### src/rtl/fbmc_pkg.sv
// Types and constants of the fader and button controller scanner.
package fbmc_pkg;

  localparam int HW_CHANNELS = 4;
  localparam int NUM_REGS    = 2 * HW_CHANNELS;
  localparam int MSG_SLOTS   = 2 * HW_CHANNELS;
  localparam int CFG_INDEX_W = 4;
  localparam int QUEUE_DEPTH = 2;

  localparam logic [6:0] PRESS_VALUE   = 7'd127;
  localparam logic [6:0] RELEASE_VALUE = 7'd0;
  localparam logic [7:0] LEVEL_RESET   = 8'hFF;
  localparam logic [HW_CHANNELS-1:0] BUTTON_RESET = '1;

  // Register indexes of the configuration port.
  localparam logic [CFG_INDEX_W-1:0] REG_FADER0_CTRL  = 4'd0;
  localparam logic [CFG_INDEX_W-1:0] REG_FADER1_CTRL  = 4'd1;
  localparam logic [CFG_INDEX_W-1:0] REG_FADER2_CTRL  = 4'd2;
  localparam logic [CFG_INDEX_W-1:0] REG_FADER3_CTRL  = 4'd3;
  localparam logic [CFG_INDEX_W-1:0] REG_BUTTON0_CTRL = 4'd4;
  localparam logic [CFG_INDEX_W-1:0] REG_BUTTON1_CTRL = 4'd5;
  localparam logic [CFG_INDEX_W-1:0] REG_BUTTON2_CTRL = 4'd6;
  localparam logic [CFG_INDEX_W-1:0] REG_BUTTON3_CTRL = 4'd7;

  // Entry i is the reset controller number of register i.
  localparam logic [NUM_REGS-1:0][6:0] CTRL_RESET = {
    7'd23, 7'd22, 7'd21, 7'd20, 7'd10, 7'd9, 7'd8, 7'd7
  };

  typedef struct packed {
    logic [11:0] fader0_sample;
    logic [11:0] fader1_sample;
    logic [11:0] fader2_sample;
    logic [11:0] fader3_sample;
    logic [3:0]  button_bits;
  } scan_t;

  typedef struct packed {
    logic [6:0] controller_number;
    logic [6:0] controller_value;
    logic       last_of_run;
  } msg_t;

  // Controller numbers: slots 0 to 3 faders, 4 to 7 buttons.
  typedef struct packed {
    logic [NUM_REGS-1:0][6:0] number;
  } ctrl_t;

  // One classified scan waiting for the back end.
  typedef struct packed {
    logic [HW_CHANNELS-1:0][6:0]  level;
    logic [HW_CHANNELS-1:0]       pressed;
    logic [MSG_SLOTS-1:0]         change;
  } work_t;

endpackage

### src/rtl/fader_button_midi_cc_scanner.sv
// Top level of the fader and button controller change scanner.
//
//   port group      role        transfer when
//   push/full/scan  scan in     push && !full
//   empty/pop/msg   message out pop && !empty
//   cfg_*           reg write   cfg_valid && cfg_ready (ready is always high)
//
// A scan is taken whenever the two-entry scan queue has room. The message
// unit sends one message a cycle while the receiver keeps popping, one for
// each change of a scan; a message passes through the scan queue and the
// output register after its scan is taken. Reset is synchronous and leaves the block ready at once.
// A held message stalls the message unit only; scans keep entering until the
// queue is full.
module fader_button_midi_cc_scanner #(
  parameter int CHANNEL_COUNT = 4,
  parameter int SAMPLE_SHIFT  = 5
) (
  input  logic                             clk,
  input  logic                             rst,
  input  logic                             push,
  output logic                             full,
  input  fbmc_pkg::scan_t                  scan,
  output logic                             empty,
  input  logic                             pop,
  output fbmc_pkg::msg_t                   msg,
  input  logic                             cfg_valid,
  output logic                             cfg_ready,
  input  logic [fbmc_pkg::CFG_INDEX_W-1:0] cfg_index,
  input  logic [6:0]                       cfg_data
);
  import fbmc_pkg::*;

  ctrl_t ctrl;
  work_t work;
  work_t head;
  logic  work_push;
  logic  head_done;
  logic  q_empty;
  logic  q_full;

  assign full = q_full;

  fbmc_cfg u_cfg (
    .clk       (clk),
    .rst       (rst),
    .cfg_valid (cfg_valid),
    .cfg_ready (cfg_ready),
    .cfg_index (cfg_index),
    .cfg_data  (cfg_data),
    .ctrl      (ctrl)
  );

  fbmc_front #(
    .CHANNEL_COUNT (CHANNEL_COUNT),
    .SAMPLE_SHIFT  (SAMPLE_SHIFT)
  ) u_front (
    .clk       (clk),
    .rst       (rst),
    .accept    (push && !q_full),
    .scan      (scan),
    .work_push (work_push),
    .work      (work)
  );

  fbmc_queue u_queue (
    .clk     (clk),
    .rst     (rst),
    .wr      (work_push),
    .wr_data (work),
    .rd      (head_done),
    .rd_data (head),
    .q_empty (q_empty),
    .q_full  (q_full)
  );

  fbmc_back u_back (
    .clk        (clk),
    .rst        (rst),
    .ctrl       (ctrl),
    .head       (head),
    .head_valid (!q_empty),
    .head_done  (head_done),
    .pop        (pop),
    .empty      (empty),
    .msg        (msg)
  );

endmodule

### src/rtl/fbmc_cfg.sv
// Controller number registers behind the configuration write port.
module fbmc_cfg (
  input  logic                             clk,
  input  logic                             rst,
  input  logic                             cfg_valid,
  output logic                             cfg_ready,
  input  logic [fbmc_pkg::CFG_INDEX_W-1:0] cfg_index,
  input  logic [6:0]                       cfg_data,
  output fbmc_pkg::ctrl_t                  ctrl
);
  import fbmc_pkg::*;

  assign cfg_ready = 1'b1;

  always_ff @(posedge clk) begin
    if (rst) begin
      ctrl.number <= CTRL_RESET;
    end else if (cfg_valid) begin
      unique case (cfg_index)
        REG_FADER0_CTRL:  ctrl.number[0] <= cfg_data;
        REG_FADER1_CTRL:  ctrl.number[1] <= cfg_data;
        REG_FADER2_CTRL:  ctrl.number[2] <= cfg_data;
        REG_FADER3_CTRL:  ctrl.number[3] <= cfg_data;
        REG_BUTTON0_CTRL: ctrl.number[4] <= cfg_data;
        REG_BUTTON1_CTRL: ctrl.number[5] <= cfg_data;
        REG_BUTTON2_CTRL: ctrl.number[6] <= cfg_data;
        REG_BUTTON3_CTRL: ctrl.number[7] <= cfg_data;
        default: ;
      endcase
    end
  end

endmodule

### src/rtl/fbmc_front.sv
// Front end: takes a scan, compares it with the stored state and flags changes.
module fbmc_front #(
  parameter int CHANNEL_COUNT = 4,
  parameter int SAMPLE_SHIFT  = 5
) (
  input  logic            clk,
  input  logic            rst,
  input  logic            accept,
  input  fbmc_pkg::scan_t scan,
  output logic            work_push,
  output fbmc_pkg::work_t work
);
  import fbmc_pkg::*;

  localparam int ACTIVE = (CHANNEL_COUNT < HW_CHANNELS) ? CHANNEL_COUNT : HW_CHANNELS;

  logic [HW_CHANNELS-1:0][7:0]  prev_level;
  logic [HW_CHANNELS-1:0]       prev_buttons;
  logic [HW_CHANNELS-1:0][11:0] sample;

  assign sample[0] = scan.fader0_sample;
  assign sample[1] = scan.fader1_sample;
  assign sample[2] = scan.fader2_sample;
  assign sample[3] = scan.fader3_sample;

  always_comb begin
    for (int i = 0; i < HW_CHANNELS; i++) begin
      work.level[i]   = 7'(sample[i] >> SAMPLE_SHIFT);
      work.pressed[i] = scan.button_bits[i];
      work.change[i]  = (i < ACTIVE) && ({1'b0, work.level[i]} != prev_level[i]);
      work.change[HW_CHANNELS + i] =
        (i < ACTIVE) && (scan.button_bits[i] != prev_buttons[i]);
    end
  end

  // A scan with no change leaves nothing for the back end to do.
  assign work_push = accept && (work.change != '0);

  always_ff @(posedge clk) begin
    if (rst) begin
      for (int i = 0; i < HW_CHANNELS; i++) begin
        prev_level[i] <= LEVEL_RESET;
      end
      prev_buttons <= BUTTON_RESET;
    end else if (accept) begin
      for (int i = 0; i < HW_CHANNELS; i++) begin
        if (work.change[i]) begin
          prev_level[i] <= {1'b0, work.level[i]};
        end
      end
      prev_buttons <= scan.button_bits;
    end
  end

endmodule

### src/rtl/fbmc_queue.sv
// Two-entry queue of classified scans between the front and back ends.
module fbmc_queue (
  input  logic            clk,
  input  logic            rst,
  input  logic            wr,
  input  fbmc_pkg::work_t wr_data,
  input  logic            rd,
  output fbmc_pkg::work_t rd_data,
  output logic            q_empty,
  output logic            q_full
);
  import fbmc_pkg::*;

  localparam int PTR_W = $clog2(QUEUE_DEPTH);

  work_t                  entries [QUEUE_DEPTH];
  logic [PTR_W-1:0]       wptr;
  logic [PTR_W-1:0]       rptr;
  logic [PTR_W:0]         count;

  assign q_empty = (count == '0);
  assign q_full  = (count == (PTR_W + 1)'(QUEUE_DEPTH));
  assign rd_data = entries[rptr];

  always_ff @(posedge clk) begin
    if (wr) begin
      entries[wptr] <= wr_data;
    end
  end

  always_ff @(posedge clk) begin
    if (rst) begin
      wptr  <= '0;
      rptr  <= '0;
      count <= '0;
    end else begin
      if (wr) begin
        wptr <= wptr + 1'b1;
      end
      if (rd) begin
        rptr <= rptr + 1'b1;
      end
      count <= count + (PTR_W + 1)'(wr) - (PTR_W + 1)'(rd);
    end
  end

endmodule

### src/rtl/fbmc_back.sv
// Back end: walks the flagged changes of the oldest scan, one message a cycle while the output is popped.
module fbmc_back (
  input  logic            clk,
  input  logic            rst,
  input  fbmc_pkg::ctrl_t ctrl,
  input  fbmc_pkg::work_t head,
  input  logic            head_valid,
  output logic            head_done,
  input  logic            pop,
  output logic            empty,
  output fbmc_pkg::msg_t  msg
);
  import fbmc_pkg::*;

  localparam int SLOT_W = $clog2(MSG_SLOTS);

  logic [MSG_SLOTS-1:0] sent;
  logic [MSG_SLOTS-1:0] remaining;
  logic [MSG_SLOTS-1:0] pick;
  logic [MSG_SLOTS-1:0] rest;
  logic [SLOT_W-1:0]    slot;
  logic                 out_valid;
  logic                 advance;
  logic                 issue;
  msg_t                 msg_next;

  assign remaining = head.change & ~sent;

  // Lowest pending slot first: faders before buttons, each in index order.
  always_comb begin
    slot = '0;
    for (int i = MSG_SLOTS - 1; i >= 0; i--) begin
      if (remaining[i]) begin
        slot = SLOT_W'(i);
      end
    end
    pick = MSG_SLOTS'(1) << slot;
    rest = remaining & ~pick;
  end

  assign advance   = !out_valid || pop;
  assign issue     = head_valid && advance;
  assign head_done = issue && (rest == '0);

  always_comb begin
    msg_next.controller_number = ctrl.number[slot];
    if (slot[SLOT_W-1]) begin
      msg_next.controller_value = head.pressed[slot[SLOT_W-2:0]] ? PRESS_VALUE
                                                                  : RELEASE_VALUE;
    end else begin
      msg_next.controller_value = head.level[slot[SLOT_W-2:0]];
    end
    msg_next.last_of_run = (rest == '0);
  end

  always_ff @(posedge clk) begin
    if (rst) begin
      out_valid <= 1'b0;
      sent      <= '0;
    end else begin
      if (issue) begin
        out_valid <= 1'b1;
        sent      <= head_done ? '0 : (sent | pick);
      end else if (advance) begin
        out_valid <= 1'b0;
      end
    end
  end

  always_ff @(posedge clk) begin
    if (issue) begin
      msg <= msg_next;
    end
  end

  assign empty = !out_valid;

endmodule

### config.mk
export PLATFORM = sky130hd
export DESIGN_NAME = fader_button_midi_cc_scanner
export DESIGN_NICKNAME = d
export VERILOG_FILES = /design/src/rtl/fbmc_pkg.sv /design/src/rtl/fader_button_midi_cc_scanner.sv /design/src/rtl/fbmc_cfg.sv /design/src/rtl/fbmc_front.sv /design/src/rtl/fbmc_queue.sv /design/src/rtl/fbmc_back.sv
export SDC_FILE = /design/constraint.sdc
export NUM_CORES = 1
export LEC_CHECK = 0
export ABC_AREA = 1
export ABC_CLOCK_PERIOD_IN_PS = 10300
export BUFFER_PORTS_ARGS = -buffer_cell sky130_fd_sc_hd__buf_2
export CAP_MARGIN = 30
export CELL_PAD_IN_SITES_DETAIL_PLACEMENT = 1
export CELL_PAD_IN_SITES_GLOBAL_PLACEMENT = 1
export CORE_MARGIN = 2
export CORE_UTILIZATION = 40
export DETAILED_ROUTE_END_ITERATION = 12
export PLACE_DENSITY_LB_ADDON = 0.1
export SYNTH_ARGS = -nofsm -noshare
export SYNTH_HDL_FRONTEND = slang
export SYNTH_SLANG_ARGS = --single-unit
### constraint.sdc
create_clock -name clk -period 10.3 [get_ports clk]
set_input_delay 1.03 -clock clk [delete_from_list [all_inputs] [get_ports clk]]
set_output_delay 1.03 -clock clk [all_outputs]
set_load 0.01 [all_outputs]
Word-level counts from Yosys, hierarchy flattened
Memories as Yosys holds them, arrays and structs flattened. A register that Yosys moved wholly into a read port is not among the register bits.
Index checks and enable logic that the tools add are counted.
{"block": "classes", "eq_ne": 16, "reduce_logical": 25, "mux": 23, "multipliers": 0, "add_sub_neg": 4, "div_mod_pow": 0, "n_lt_le_gt_ge": 2, "shift": 1, "bitwise_logic": 5}
{"cell": "$ne A7 B8 Y1", "count": 4}
{"cell": "$mux W7", "count": 4}
{"cell": "$mux W3", "count": 8}
{"cell": "$reduce_and A2 Y1", "count": 12}
{"cell": "$bmux W7 S3", "count": 1}
{"cell": "$and A8 B8 Y8", "count": 2}
{"cell": "$eq A4 B3 Y1 const B", "count": 4}
{"cell": "$not A8 Y8", "count": 2}
{"cell": "$bmux W7 S2", "count": 1}
{"cell": "$eq A4 B2 Y1 const B", "count": 2}
{"cell": "$logic_not A8 Y1", "count": 1}
{"cell": "$mux W8", "count": 1}
{"cell": "$or A8 B8 Y8", "count": 1}
{"cell": "$reduce_bool A8 Y1", "count": 1}
{"cell": "$shl A1 B3 Y8 const A", "count": 1}
{"cell": "$mux W1", "count": 7}
{"cell": "$eq A4 B1 Y1 const B", "count": 1}
{"cell": "$logic_and A1 B1 Y1", "count": 4}
{"cell": "$logic_not A4 Y1", "count": 1}
{"cell": "$lt A3 B4 Y1 const B", "count": 1}
{"cell": "$ne A1 B1 Y1", "count": 4}
{"cell": "$logic_not A1 Y1", "count": 3}
{"cell": "$lt A2 B3 Y1 const B", "count": 1}
{"cell": "$add A1 B1 Y1 const B", "count": 2}
{"cell": "other kinds (7)", "count": 7}
{"block": "word_totals", "reg_bits": 120, "romBits": 0, "latch_bits": 0, "output_inout_bits": 18, "mem_bits_rw": 80, "mem_count": 1}
{"name": "u_queue.entries", "depth": 2, "word_bits": 40, "rd": 1, "rd_ports_with_merged_regs": 1, "write_ports": 1, "line_no": "fbmc_queue.sv:16", "rtl": "work_t entries [QUEUE_DEPTH];"}

Longest topological paths before layout
Gate-level depths: netlist of the first run.
{"block": "logic_depth", "word_depth": 17, "mapped_depth": 22, "depth_no_buf": 22}

Hierarchy
Synthesis of the first run repeated with hierarchy kept, for this count alone.
{"block": "unflattened", "hier_cells": 1124, "area_unflattened_um2": 9512.9}
{"mod": "fbmc_queue", "area_each_um2": 3121.7, "n_inst": 1, "cells_per_inst": 155}
{"mod": "fbmc_front", "area_each_um2": 2260.9, "n_inst": 1, "cells_per_inst": 351}
{"mod": "fbmc_cfg", "area_each_um2": 2220.9, "n_inst": 1, "cells_per_inst": 324}
{"mod": "fbmc_back", "area_each_um2": 1895.6, "n_inst": 1, "cells_per_inst": 291}
{"mod": "fader_button_midi_cc_scanner", "area_each_um2": 13.8, "n_inst": 1, "cells_per_inst": 3}

Worst setup path after synthesis of the first run
No wires, ideal clock.
{"block": "synth_path", "kind": "input to register", "from": "in scan[45] (netlist bit)", "to": "mem u_queue.entries[1][0] (netlist bit), enable pin", "path_buffers": 0, "stages": 9, "path_slack_ns": 6.287, "t_arrival_ns": 3.574, "cell_sequence": "inv_1 > or2_2 > nand2_1 > nor2_1 > nand4_1 > nor2_1 > a31oi_1 > inv_1 > nor2_1"}
{"element": "start: declaration", "line_no": "fader_button_midi_cc_scanner.sv:22", "rtl": "input fbmc_pkg::scan_t scan,"}
{"element": "end: declaration", "line_no": "fbmc_queue.sv:16"}

==> impl_metrics.env, run 1 <==
export IMPL_p_int_uw=1530
export IMPL_pin_count=86
export IMPL_rr_endpoint="u_back.msg[13]"
export IMPL_switching_share_pct=23.6
export IMPL_critPathMaxStageDelay_ns=0.52
export IMPL_finalSetupTns_ns=0
export IMPL_synth_cells=867
export IMPL_gp_routability_congestion=0.782
export IMPL_fin_crit_sh_pct=36.9
export IMPL_critPathTopFamily="buffers and inverters"
export IMPL_hp_class="reg2reg"
export IMPL_skew_ns=0.0118
export IMPL_antenna_found_initial=0
export IMPL_cp_num_buf_inv=4
export IMPL_die_area_mm2=0.0220
export IMPL_syn_nets=936
export IMPL_synth_edf_count=95
export IMPL_clock_sinks=201
export IMPL_synth_top_area_cell="edfxtp_1"
export IMPL_status="complete, no violations"
export IMPL_hold_buffers=0
export IMPL_slew_headroom_pct=33.2
export IMPL_globalRouteOverflowTotal=0
export IMPL_wl_mm=22.2
export IMPL_cp_cell_sequence="buf_4 > inv_2 > or2_1 > nand2_1 > nand2_1 > inv_2 > a21oi_2 > nand2_1 > inv_1 > nand2_1 > o21ai_0 > a21oi_1 > o21ai_0 > nor2_1 > a31oi_1"
export IMPL_finalSetupViolCount=0
export IMPL_required_ns=10.55
export IMPL_maxCapViolations=0
export IMPL_layout_commonest_cell="nand2_1"
export IMPL_max_freq_mhz=263
export IMPL_worstMarginPinSlew_ns=1.00
export IMPL_avgRoutedWirePerCell_um=18.3
export IMPL_layout_cells_non_filler=1215
export IMPL_area_delta_synth_final_pct=16.9
export IMPL_core_rowCount=52
export IMPL_post_cts_buffers=0
export IMPL_drt_pass1_iterations=5
export IMPL_final_hold_viol_count=0
export IMPL_dp_hpwl_mm=14.8
export IMPL_grt_pass1_vias=6803
export IMPL_ant_nets=0
export IMPL_cts_buffers=23
export IMPL_whs_ns=0.451
export IMPL_diodes=0
export IMPL_grt_pass1_wl_mm=35.7
export IMPL_htree_levels=1
export IMPL_mostFrequentLayoutCells="186 x nand2_1, 109 x nor2_1, 105 x dfxtp_1"
export IMPL_portBuffers=64
export IMPL_synth_area_leaders="edfxtp_1 34%, dfxtp_1 25%, nand2_1 8.4%"
export IMPL_clock_path_buffers=3
export IMPL_syn_cell_area_mm2=0.00832
export IMPL_netSwitchingPower_uw=472
export IMPL_seq_power_share_pct=45.6
export IMPL_final_util_pct=47.9
export IMPL_grt_max_degree=96
export IMPL_route_detailed_drc=0
export IMPL_min_from="u_front.prev_level[31]"
export IMPL_ys_ff_latch=201
export IMPL_cts_resized=0
export IMPL_cp_start_kind="register"
export IMPL_worstSetupPathType="reg2reg"
export IMPL_static_leakage_power_uw=0.00390
export IMPL_die_h_um=148
export IMPL_cp_max_fo=43
export IMPL_combPwrFrac_pct=9.2
export IMPL_vias=6356
export IMPL_start_util_pct=41.0
export IMPL_period_minus_slack_ns=3.80
export IMPL_yosys_most_used_dff="dfxtp_1"
export IMPL_clkPwrFrac_pct=45.1
export IMPL_die_x_um=148
export IMPL_layout_nets=999
export IMPL_arrival_ns=4.05
export IMPL_track_usage_pct=20.5
export IMPL_path_common_cell="nand2_1"
export IMPL_tritoncts="done"
export IMPL_place_inst=1175
export IMPL_synth_top_area_share_pct=34.3
export IMPL_whs_path_depth=2
export IMPL_cpMaxStageDelayCell="nand2_1"
export IMPL_holdPathEnd="u_front.prev_level[31]"
export IMPL_ir_drop_v=0.000113
export IMPL_slew_violations=0
export IMPL_core_mm2=0.0203
export IMPL_rsz0062_at_grt="false"
export IMPL_powerDensity_mw_per_mm2=206
export IMPL_nFillCells=2316
export IMPL_seq_area_frac_synth_pct=59.8
export IMPL_syn_avg_cell_area_um2=9.60
export IMPL_drtIter0Drc=382
export IMPL_worstSetupEndpointType="register"
export IMPL_synth_warnings=0
export IMPL_clkTransAtPathRegs_ns=0.06
export IMPL_reg2reg_depth=15
export IMPL_viasPerCell=5.23
export IMPL_async_reset_ff_share_pct=0
export IMPL_rrSetupSlack_ns=6.50
export IMPL_synth_cell_types=44
export IMPL_worstSkewPairLatency_ns=0.50
export IMPL_ctsRootBufferMaster="clkbuf_16"
export IMPL_drive_gt1_share_pct=14.9
[power groups by stage]
| stage | registers, µW | logic (µW) | clock network (µW) |
|---|---|---|---|
| after floorplan | 931 | 112 | 0 |
| after global placement | 929 | 178 | 0 |
| after detailed placement | 932 | 187 | 0 |
| after CTS | 915 | 188 | 921 |
| after global routing | 920 | 208 | 953 |
| final | 915 | 185 | 905 |
[cells in the mapped netlist, types with 9 or more instances]
cell        n
edfxtp_1   95
inv_1      61
mux2i_1    25
o21ai_0    42
a21oi_1    29
nand2_2     9
nand2_1   186
buf_1      10
nand3_1    57
clkbuf_1   12
xor2_1     19
nor2_1    111
dfxtp_1   106
xnor2_1    11
[per-layer routing]
metal  part of all wire (%)  track usage, %  vias to the layer above
met5                      0               0                        -
met4                    2.6            6.19                        0
met3                    4.0            3.10                       42
met2                     51            37.2                      124
met1                     43            25.2                     3139
li1                       -               -                     3051
[worst register-to-register path, stage by stage (launching register included)]
cell     delay, ns
dfxtp_2       0.31
buf_4         0.50
inv_2         0.34
or2_1         0.29
nand2_1       0.12
nand2_1       0.08
inv_2         0.09
a21oi_2       0.07
nand2_1       0.52
inv_1         0.46
nand2_1       0.15
o21ai_0       0.09
a21oi_1       0.18
o21ai_0       0.11
nor2_1        0.17
a31oi_1       0.06
[worst max path at each step]
stage,to,cells after the start,slack [ns]
after floorplan,u_queue.entries[1][0],9,6.29
after detailed placement,u_back.msg[13],15,6.50
final,u_back.msg[13],15,6.50
after global placement,u_back.msg[13],15,6.55
after global routing,u_queue.count[1],19,6.18
after CTS,u_queue.count[1],19,6.44
[stage by stage]
| stage | instance area [µm²] | total power, µW | setup WS [ns] |
|---|---|---|---|
| after CTS | 9730 | 2020 | 6.44 |
| after detailed placement | 8890 | 1120 | 6.50 |
| after floorplan | 8320 | 1040 | 6.29 |
| final | 9730 | 2010 | 6.50 |
| after global placement | 8890 | 1110 | 6.55 |
| after global routing | 9730 | 2080 | 6.18 |
[final cells by class]
type	instances	area, µm²	share of cell area (%)
Timing Repair Buffer	70	365	3.75
Tap cell	270	338	3.47
Multi-Input combinational cell	568	2960	30.4
Clock buffer	28	624	6.42
Sequential cell	201	4980	51.1
Clock inverter	12	219	2.25
Inverter	66	248	2.55
[kinds of logic after synthesis]
| group | Yosys count | share of synthesized area, % |
|---|---|---|
| simple gates | 392 | 20.1 |
| compound gates | 119 | 8.94 |
| buf+inv | 98 | 4.85 |
| fa+ha+maj | 1 | 0.150 |
| flops | 201 | 59.8 |
| mux | 25 | 3.01 |
| xor+xnor | 30 | 3.16 |
| other cells | 1 | 0.0450 |
[sequential cells by signal, summed over array words and instances (netlist names), 2 cells and up, named ones only]
signal	cells
u_back.msg	15
u_back.sent	8
u_cfg.ctrl	56
u_front.prev_buttons	4
u_front.prev_level	32
u_queue.count	2
u_queue.entries	80
Note: power is estimated with default switching activity, not from simulation.
==> inputs of run 2 (changes only) <==
- ABC_AREA: 1 -> 0
- ABC_CLOCK_PERIOD_IN_PS: 10300 -> 3600
- clock period: 10.3 -> 3.6 ns (I/O delays scaled with it)
==> run 2 against run 1 <==
Core utilization is 0.50 points lower. Clock power grew to 2.7 times the previous value. Synthesized cell count is 16% lower. Maximum frequency is 29% higher. Final area is 1.8% higher. Global-route usage is 1.3 points lower. Total power grew to 2.8 times the previous value. Sequential cell count stayed put. Critical path type unchanged.
==> impl_metrics.env, run 2 <==
export IMPL_whs_ns=0.0749
export IMPL_largest_register_ffs=80
export IMPL_die_area_mm2=0.0223
export IMPL_syn_avg_cell_area_um2=11.6
export IMPL_portBuffers=64
export IMPL_place_inst=1046
export IMPL_ant_nets=0
export IMPL_globalRouteOverflowTotal=0
export IMPL_synth_edf_count=95
export IMPL_route_detailed_drc=0
export IMPL_ir_drop_v=0.000312
export IMPL_drive_gt1_share_pct=20.2
export IMPL_max_freq_mhz=339
export IMPL_antenna_found_initial=1
export IMPL_worst_slack_ns=0.652
export IMPL_total_power_uw=5660
export IMPL_drt_pass1_iterations=4
export IMPL_synth_warnings=0
export IMPL_maxCapViolations=0
export IMPL_clkPwrFrac_pct=43.3
export IMPL_preCtsSetupSlack_ns=0.634
export IMPL_avgRoutedWirePerCell_um=19.1
export IMPL_syn_cell_area_mm2=0.00845
export IMPL_reg2reg_depth=9
export IMPL_grt_max_degree=69
export IMPL_syn_nets=795
export IMPL_drtIter0Drc=231
export IMPL_seq_power_share_pct=46.6
export IMPL_reg_largest_list="u_queue.entries x80, u_cfg.ctrl x56, u_front.prev_level x32"
export IMPL_layout_nets=866
export IMPL_rrSetupSlack_ns=0.65
export IMPL_core_mm2=0.0209
export IMPL_final_hold_viol_count=0
export IMPL_finalSetupViolCount=0
export IMPL_layout_commonest_cell="dfxtp_1"
export IMPL_post_cts_buffers=0
export IMPL_combPwrFrac_pct=10.1
export IMPL_cp_max_fo=18
export IMPL_synth_area_leaders="edfxtp_1 34%, dfxtp_1 25%, mux2i_1 8.6%"
export IMPL_tritoncts="done"
export IMPL_met1_usage_pct=23.7
export IMPL_async_reset_ff_share_pct=0
export IMPL_min_from="scan[50]"
export IMPL_fin_crit_sh_pct=81.9
export IMPL_skew_ns=0.0155
export IMPL_groute_layer_met2_usage_pct=34.8
export IMPL_static_leakage_power_uw=0.00369
export IMPL_worstSetupPathType="reg2reg"
export IMPL_rr_endpoint="u_back.msg[8]"
export IMPL_seq_area_frac_synth_pct=58.9
export IMPL_rsz0062_at_grt="false"
export IMPL_grt_busiest_layer="met2"
export IMPL_worstSkewPairLatency_ns=0.51
export IMPL_wl_mm=20.8
export IMPL_finalSetupTns_ns=0
export IMPL_powerDensity_mw_per_mm2=571
export IMPL_die_h_um=149
export IMPL_yosysMostFrequentCell="dfxtp_1"
export IMPL_required_ns=3.85
export IMPL_clock_path_buffers=3
export IMPL_use_met3_pct=2.94
export IMPL_start_util_pct=40.4
export IMPL_hp_class="in2reg"
export IMPL_worstMarginPinSlew_ns=0.823
export IMPL_p_int_uw=4300
export IMPL_synth_cells=726
export IMPL_nFillCells=2268
export IMPL_area_delta_synth_final_pct=17.3
export IMPL_cts_resized=0
export IMPL_status="complete, no violations"
export IMPL_yosys_top_cells_count="106 x dfxtp_1, 95 x edfxtp_1, 90 x nor2_1"
export IMPL_gp_routability_congestion=0.852
export IMPL_whs_path_depth=1
export IMPL_slew_headroom_pct=45.1
export IMPL_regMostFlops="u_queue.entries"
export IMPL_slew_violations=0
export IMPL_htree_levels=1
export IMPL_ctsRootBufferMaster="clkbuf_16"
export IMPL_layout_cells_non_filler=1091
export IMPL_worstSetupEndpointType="register"
export IMPL_grt_pass1_vias=6083
export IMPL_mostFrequentLayoutCells="105 x dfxtp_1, 95 x edfxtp_1, 88 x nor2_1"
export IMPL_arrival_ns=3.20
export IMPL_holdPathEnd="u_queue.entries[1][17]"
export IMPL_viasPerCell=5.29
export IMPL_netSwitchingPower_uw=1360
export IMPL_switching_share_pct=24.1
export IMPL_vias=5772
export IMPL_grt_pass1_wl_mm=33.1
export IMPL_cts_buffers=24
export IMPL_synth_top_area_cell="edfxtp_1"
export IMPL_pin_count=86
export IMPL_ys_ff_latch=201
export IMPL_clkTransAtPathRegs_ns=0.06
export IMPL_core_rowCount=53
export IMPL_cp_start_kind="register"
export IMPL_dp_hpwl_mm=14.2
export IMPL_synth_cell_types=54
export IMPL_period_minus_slack_ns=2.95
export IMPL_clock_sinks=201
export IMPL_hold_buffers=0
export IMPL_yosys_most_used_dff="dfxtp_1"
export IMPL_track_usage_pct=19.2
export IMPL_die_x_um=149
export IMPL_synth_top_area_share_pct=33.8
[run 2: cell count changes after synthesis, moves of 20 or more]
cell,before,now
nand2_1,186,51
nand3_1,57,7
mux2i_1,25,73
inv_1,61,16
o21ai_0,42,3
a211o_1,0,25
nor2_1,111,90
nor2b_1,0,20
[run 2: power by group through the flow]
stage / Sequential, µW / Clock, µW / Combinational [µW]
after CTS: 2640 / 2520 / 583
after global placement: 2680 / 0 / 558
after detailed placement: 2690 / 0 / 579
after global routing: 2650 / 2610 / 639
final: 2640 / 2450 / 573
after floorplan: 2690 / 0 / 346
[run 2: metal layers]
layer	wire [µm]	vias to the layer above	part of all wire (%)
li1	-	2767	-
met1	8990	2866	43
met2	10600	102	51
met3	742	37	3.6
met4	437	0	2.1
met5	0	-	0
[run 2: final cells by class]
cell class | count | area [µm²] | share of cell area [%]
inverters | 16 | 60.1 | 0.606
flip-flops and latches | 201 | 4980 | 50.2
diodes | 1 | 2.50 | 0.0253
clock inverters | 18 | 209 | 2.11
clock buffers | 26 | 608 | 6.14
well taps | 275 | 344 | 3.47
multi-input cells | 468 | 3220 | 32.5
repair buffers | 86 | 485 | 4.90
[run 2: worst max-delay path by stage]
| stage | from | end | cells past startpoint |
|---|---|---|---|
| floorplan | u_queue.count[0] | u_queue.entries[0][0] | 5 |
| global placement | register | u_back.msg[8] | 9 |
| global route | register | u_back.msg[12] | 7 |
| detailed placement | register | u_back.msg[11] | 9 |
| CTS | register | u_back.msg[11] | 9 |
| finish | register | u_back.msg[8] | 9 |
[run 2: critical path, stage by stage, from the launching register on]
cell     delay, ns
dfxtp_2       0.49
buf_4         0.36
mux2i_4       0.34
o22ai_2       0.16
a31oi_2       0.30
nor3_4        0.15
buf_4         0.24
a221o_2       0.35
a21oi_1       0.18
o22ai_1       0.10
[run 2: cell families (layout without fill, tap and decap cells)]
logic type | after synthesis | count (layout) | share of synthesized area [%]
multiplexers | 91 | 91 | 11.2
flip-flops | 201 | 201 | 58.9
AND/OR/NAND/NOR | 212 | 212 | 11.8
XOR/XNOR | 36 | 36 | 3.73
buffers and inverters | 57 | 146 | 3.14
adder cells (fa/ha/maj) | 1 | 1 | 0.148
AO/OA/AOI/OAI | 127 | 127 | 11.1
other | 1 | 2 | 0.0444
[run 2: stage by stage]
stage	utilization, %	cell area, µm²
global placement	43.5	9090
detailed placement	43.5	9090
global route	47.4	9910
floorplan	-	8450
CTS	47.4	9910
finish	47.4	9910
==> inputs of run 3 (changes only) <==
- ABC_AREA: 0 -> 1
- ABC_CLOCK_PERIOD_IN_PS: 3600 -> 2800
- clock period: 3.6 -> 2.8 ns (I/O delays scaled with it)
==> run 3 against run 2 <==
Count of clock-buffer cells in the layout grew 5. Global-route usage grew 1.5 points. Cell count grew 16%. Non-clock buffer count grew 30. Sequential share of layout area shrank 1.1 points. Clock power grew 26%. Core utilization grew 2.5 points. First-iteration DRC count grew 19%. Worst setup slack lost 0.43 ns. Clock skew shrank 0.0046 ns. Total power grew 27%. Via count grew 12%. Critical path type unchanged.
==> impl_metrics.env, run 3 (synthesis results as in run 1) <==
export IMPL_status="complete, no violations"
export IMPL_nFillCells=2323
export IMPL_post_cts_buffers=0
export IMPL_reg_largest_list="u_queue.entries x80, u_cfg.ctrl x56, u_front.prev_level x32"
export IMPL_regMostFlops="u_queue.entries"
export IMPL_cts_buffers=23
export IMPL_finalSetupTns_ns=0
export IMPL_netSwitchingPower_uw=1780
export IMPL_drive_gt1_share_pct=16.3
export IMPL_cp_max_fo=12
export IMPL_static_leakage_power_uw=0.00410
export IMPL_max_freq_mhz=388
export IMPL_worstSkewPairLatency_ns=0.52
export IMPL_drtIter0Drc=276
export IMPL_finalSetupViolCount=0
export IMPL_slew_violations=0
export IMPL_critPathTopFamily="simple AND/OR/NAND/NOR gates"
export IMPL_min_from="scan[25]"
export IMPL_cp_start_kind="register"
export IMPL_worstSetupEndpointType="register"
export IMPL_avgRoutedWirePerCell_um=17.6
export IMPL_clkTransAtPathRegs_ns=0.06
export IMPL_cp_cell_sequence="inv_2 > buf_4 > o211ai_4 > nand2_2 > nor2_2 > nand2_2 > inv_4 > nand4_1 > nand2_1 > nand3_1 > nor2_4 > nand2_2 > nand2_1 > nand2_1 > ha_1 > a21oi_1 > nor2_1"
export IMPL_layout_commonest_cell="nand2_1"
export IMPL_combPwrFrac_pct=10.3
export IMPL_clock_path_buffers=3
export IMPL_drt_pass1_iterations=4
export IMPL_viasPerCell=5.14
export IMPL_area_delta_synth_final_pct=21.8
export IMPL_globalRouteOverflowTotal=0
export IMPL_worstMarginPinSlew_ns=0.631
export IMPL_critPathMaxStageDelay_ns=0.42
export IMPL_die_area_mm2=0.0220
export IMPL_switching_share_pct=24.7
export IMPL_hp_class="in2reg"
export IMPL_dp_hpwl_mm=15.3
export IMPL_worstSetupPathType="reg2reg"
export IMPL_cpMaxStageDelayCell="dfxtp_4"
export IMPL_mostFrequentLayoutCells="186 x nand2_1, 109 x nor2_1, 105 x dfxtp_1"
export IMPL_clkPwrFrac_pct=42.9
export IMPL_portBuffers=64
export IMPL_grt_max_degree=65
export IMPL_gp_routability_congestion=0.810
export IMPL_ctsRootBufferMaster="clkbuf_16"
export IMPL_p_int_uw=5420
export IMPL_diodes=0
export IMPL_die_h_um=148
export IMPL_htree_levels=1
export IMPL_route_detailed_drc=0
export IMPL_arrival_ns=2.98
export IMPL_wl_mm=22.2
export IMPL_period_minus_slack_ns=2.58
export IMPL_largest_register_ffs=80
export IMPL_final_hold_viol_count=0
export IMPL_worst_slack_ns=0.221
export IMPL_pin_count=86
export IMPL_antenna_found_initial=0
export IMPL_ir_drop_v=0.000563
export IMPL_preCtsSetupSlack_ns=0.0770
export IMPL_ff_latch_area_mm2=0.00498
export IMPL_skew_ns=0.0109
export IMPL_start_util_pct=41.0
export IMPL_clock_sinks=201
export IMPL_grt_pass1_vias=6974
export IMPL_multiInputGateArea_mm2=0.00296
export IMPL_ant_nets=0
export IMPL_required_ns=3.21
export IMPL_maxCapViolations=0
export IMPL_seq_power_share_pct=46.8
export IMPL_track_usage_pct=20.6
export IMPL_slew_headroom_pct=57.7
export IMPL_grt_pass1_wl_mm=36.1
export IMPL_vias=6486
export IMPL_core_rowCount=52
export IMPL_die_x_um=148
export IMPL_core_mm2=0.0203
export IMPL_fin_crit_sh_pct=92.1
export IMPL_powerDensity_mw_per_mm2=710
export IMPL_layout_nets=1045
export IMPL_cp_num_buf_inv=3
export IMPL_tritoncts="done"
==> run 3: per-layer routing <==
metal	wire length, µm	global-route usage [%]	part of all wire, %
met5	0	0	0
met4	446	5.29	2.0
met3	699	2.79	3.1
met2	11000	36.8	49
met1	10100	26.5	45
==> run 3: path summary, 6_finish.rpt <==
path                                          endpoint  slack (ns)  cells after the start
worst max-delay path                  u_queue.count[1]        0.22                     17
worst min register to register           u_cfg.ctrl[5]        0.45                      2
worst min-delay path            u_queue.entries[1][30]        0.02                      1
worst max register to register        u_queue.count[1]        0.22                     17
==> run 3: cell type report <==
type / count / area share, %
clock buffers: 31 / 6.58
clock inverters: 11 / 1.23
inverters: 66 / 2.49
multi-input cells: 568 / 29.2
flip-flops and latches: 201 / 49.1
well taps: 270 / 3.33
repair buffers: 116 / 8.05
==> run 3: stage by stage <==
stage	instance area [µm²]	total power, µW	std cells	utilization, %	hold slack (ns)
after global routing	10100	7480	1263	49.9	0.0160
final	10100	7190	1263	49.9	0.0188
after floorplan	8330	3840	867	-	0.351
after CTS	10100	7270	1263	49.9	0.000103
after global placement	9070	4090	1194	44.7	0.428
after detailed placement	9070	4140	1194	44.7	0.446
==> run 3: timing repair <==
action | in CTS | in global routing
resized for setup | 0 | 4
endpoints found under the hold margin | 56 | 0
setup endpoints to repair | 0 | 3
hold buffers | 27 | 0
==> run 3: power groups by stage <==
stage                     logic (µW)  clock network [µW]  registers, µW
after floorplan                  413                   0           3420
after global placement           678                   0           3420
after detailed placement         715                   0           3420
after CTS                        749                3150           3360
after global routing             829                3270           3380
final                            740                3090           3360
==> run 3: worst register-to-register path, stage by stage, from the launching register on <==
cell and delay, ns:
dfxtp_4 0.42, inv_2 0.10, buf_4 0.19, o211ai_4 0.19
nand2_2 0.12, nor2_2 0.14, nand2_2 0.10, inv_4 0.12
nand4_1 0.12, nand2_1 0.07, nand3_1 0.10, nor2_4 0.16
nand2_2 0.09, nand2_1 0.08, nand2_1 0.05, ha_1 0.21
a21oi_1 0.13, nor2_1 0.06
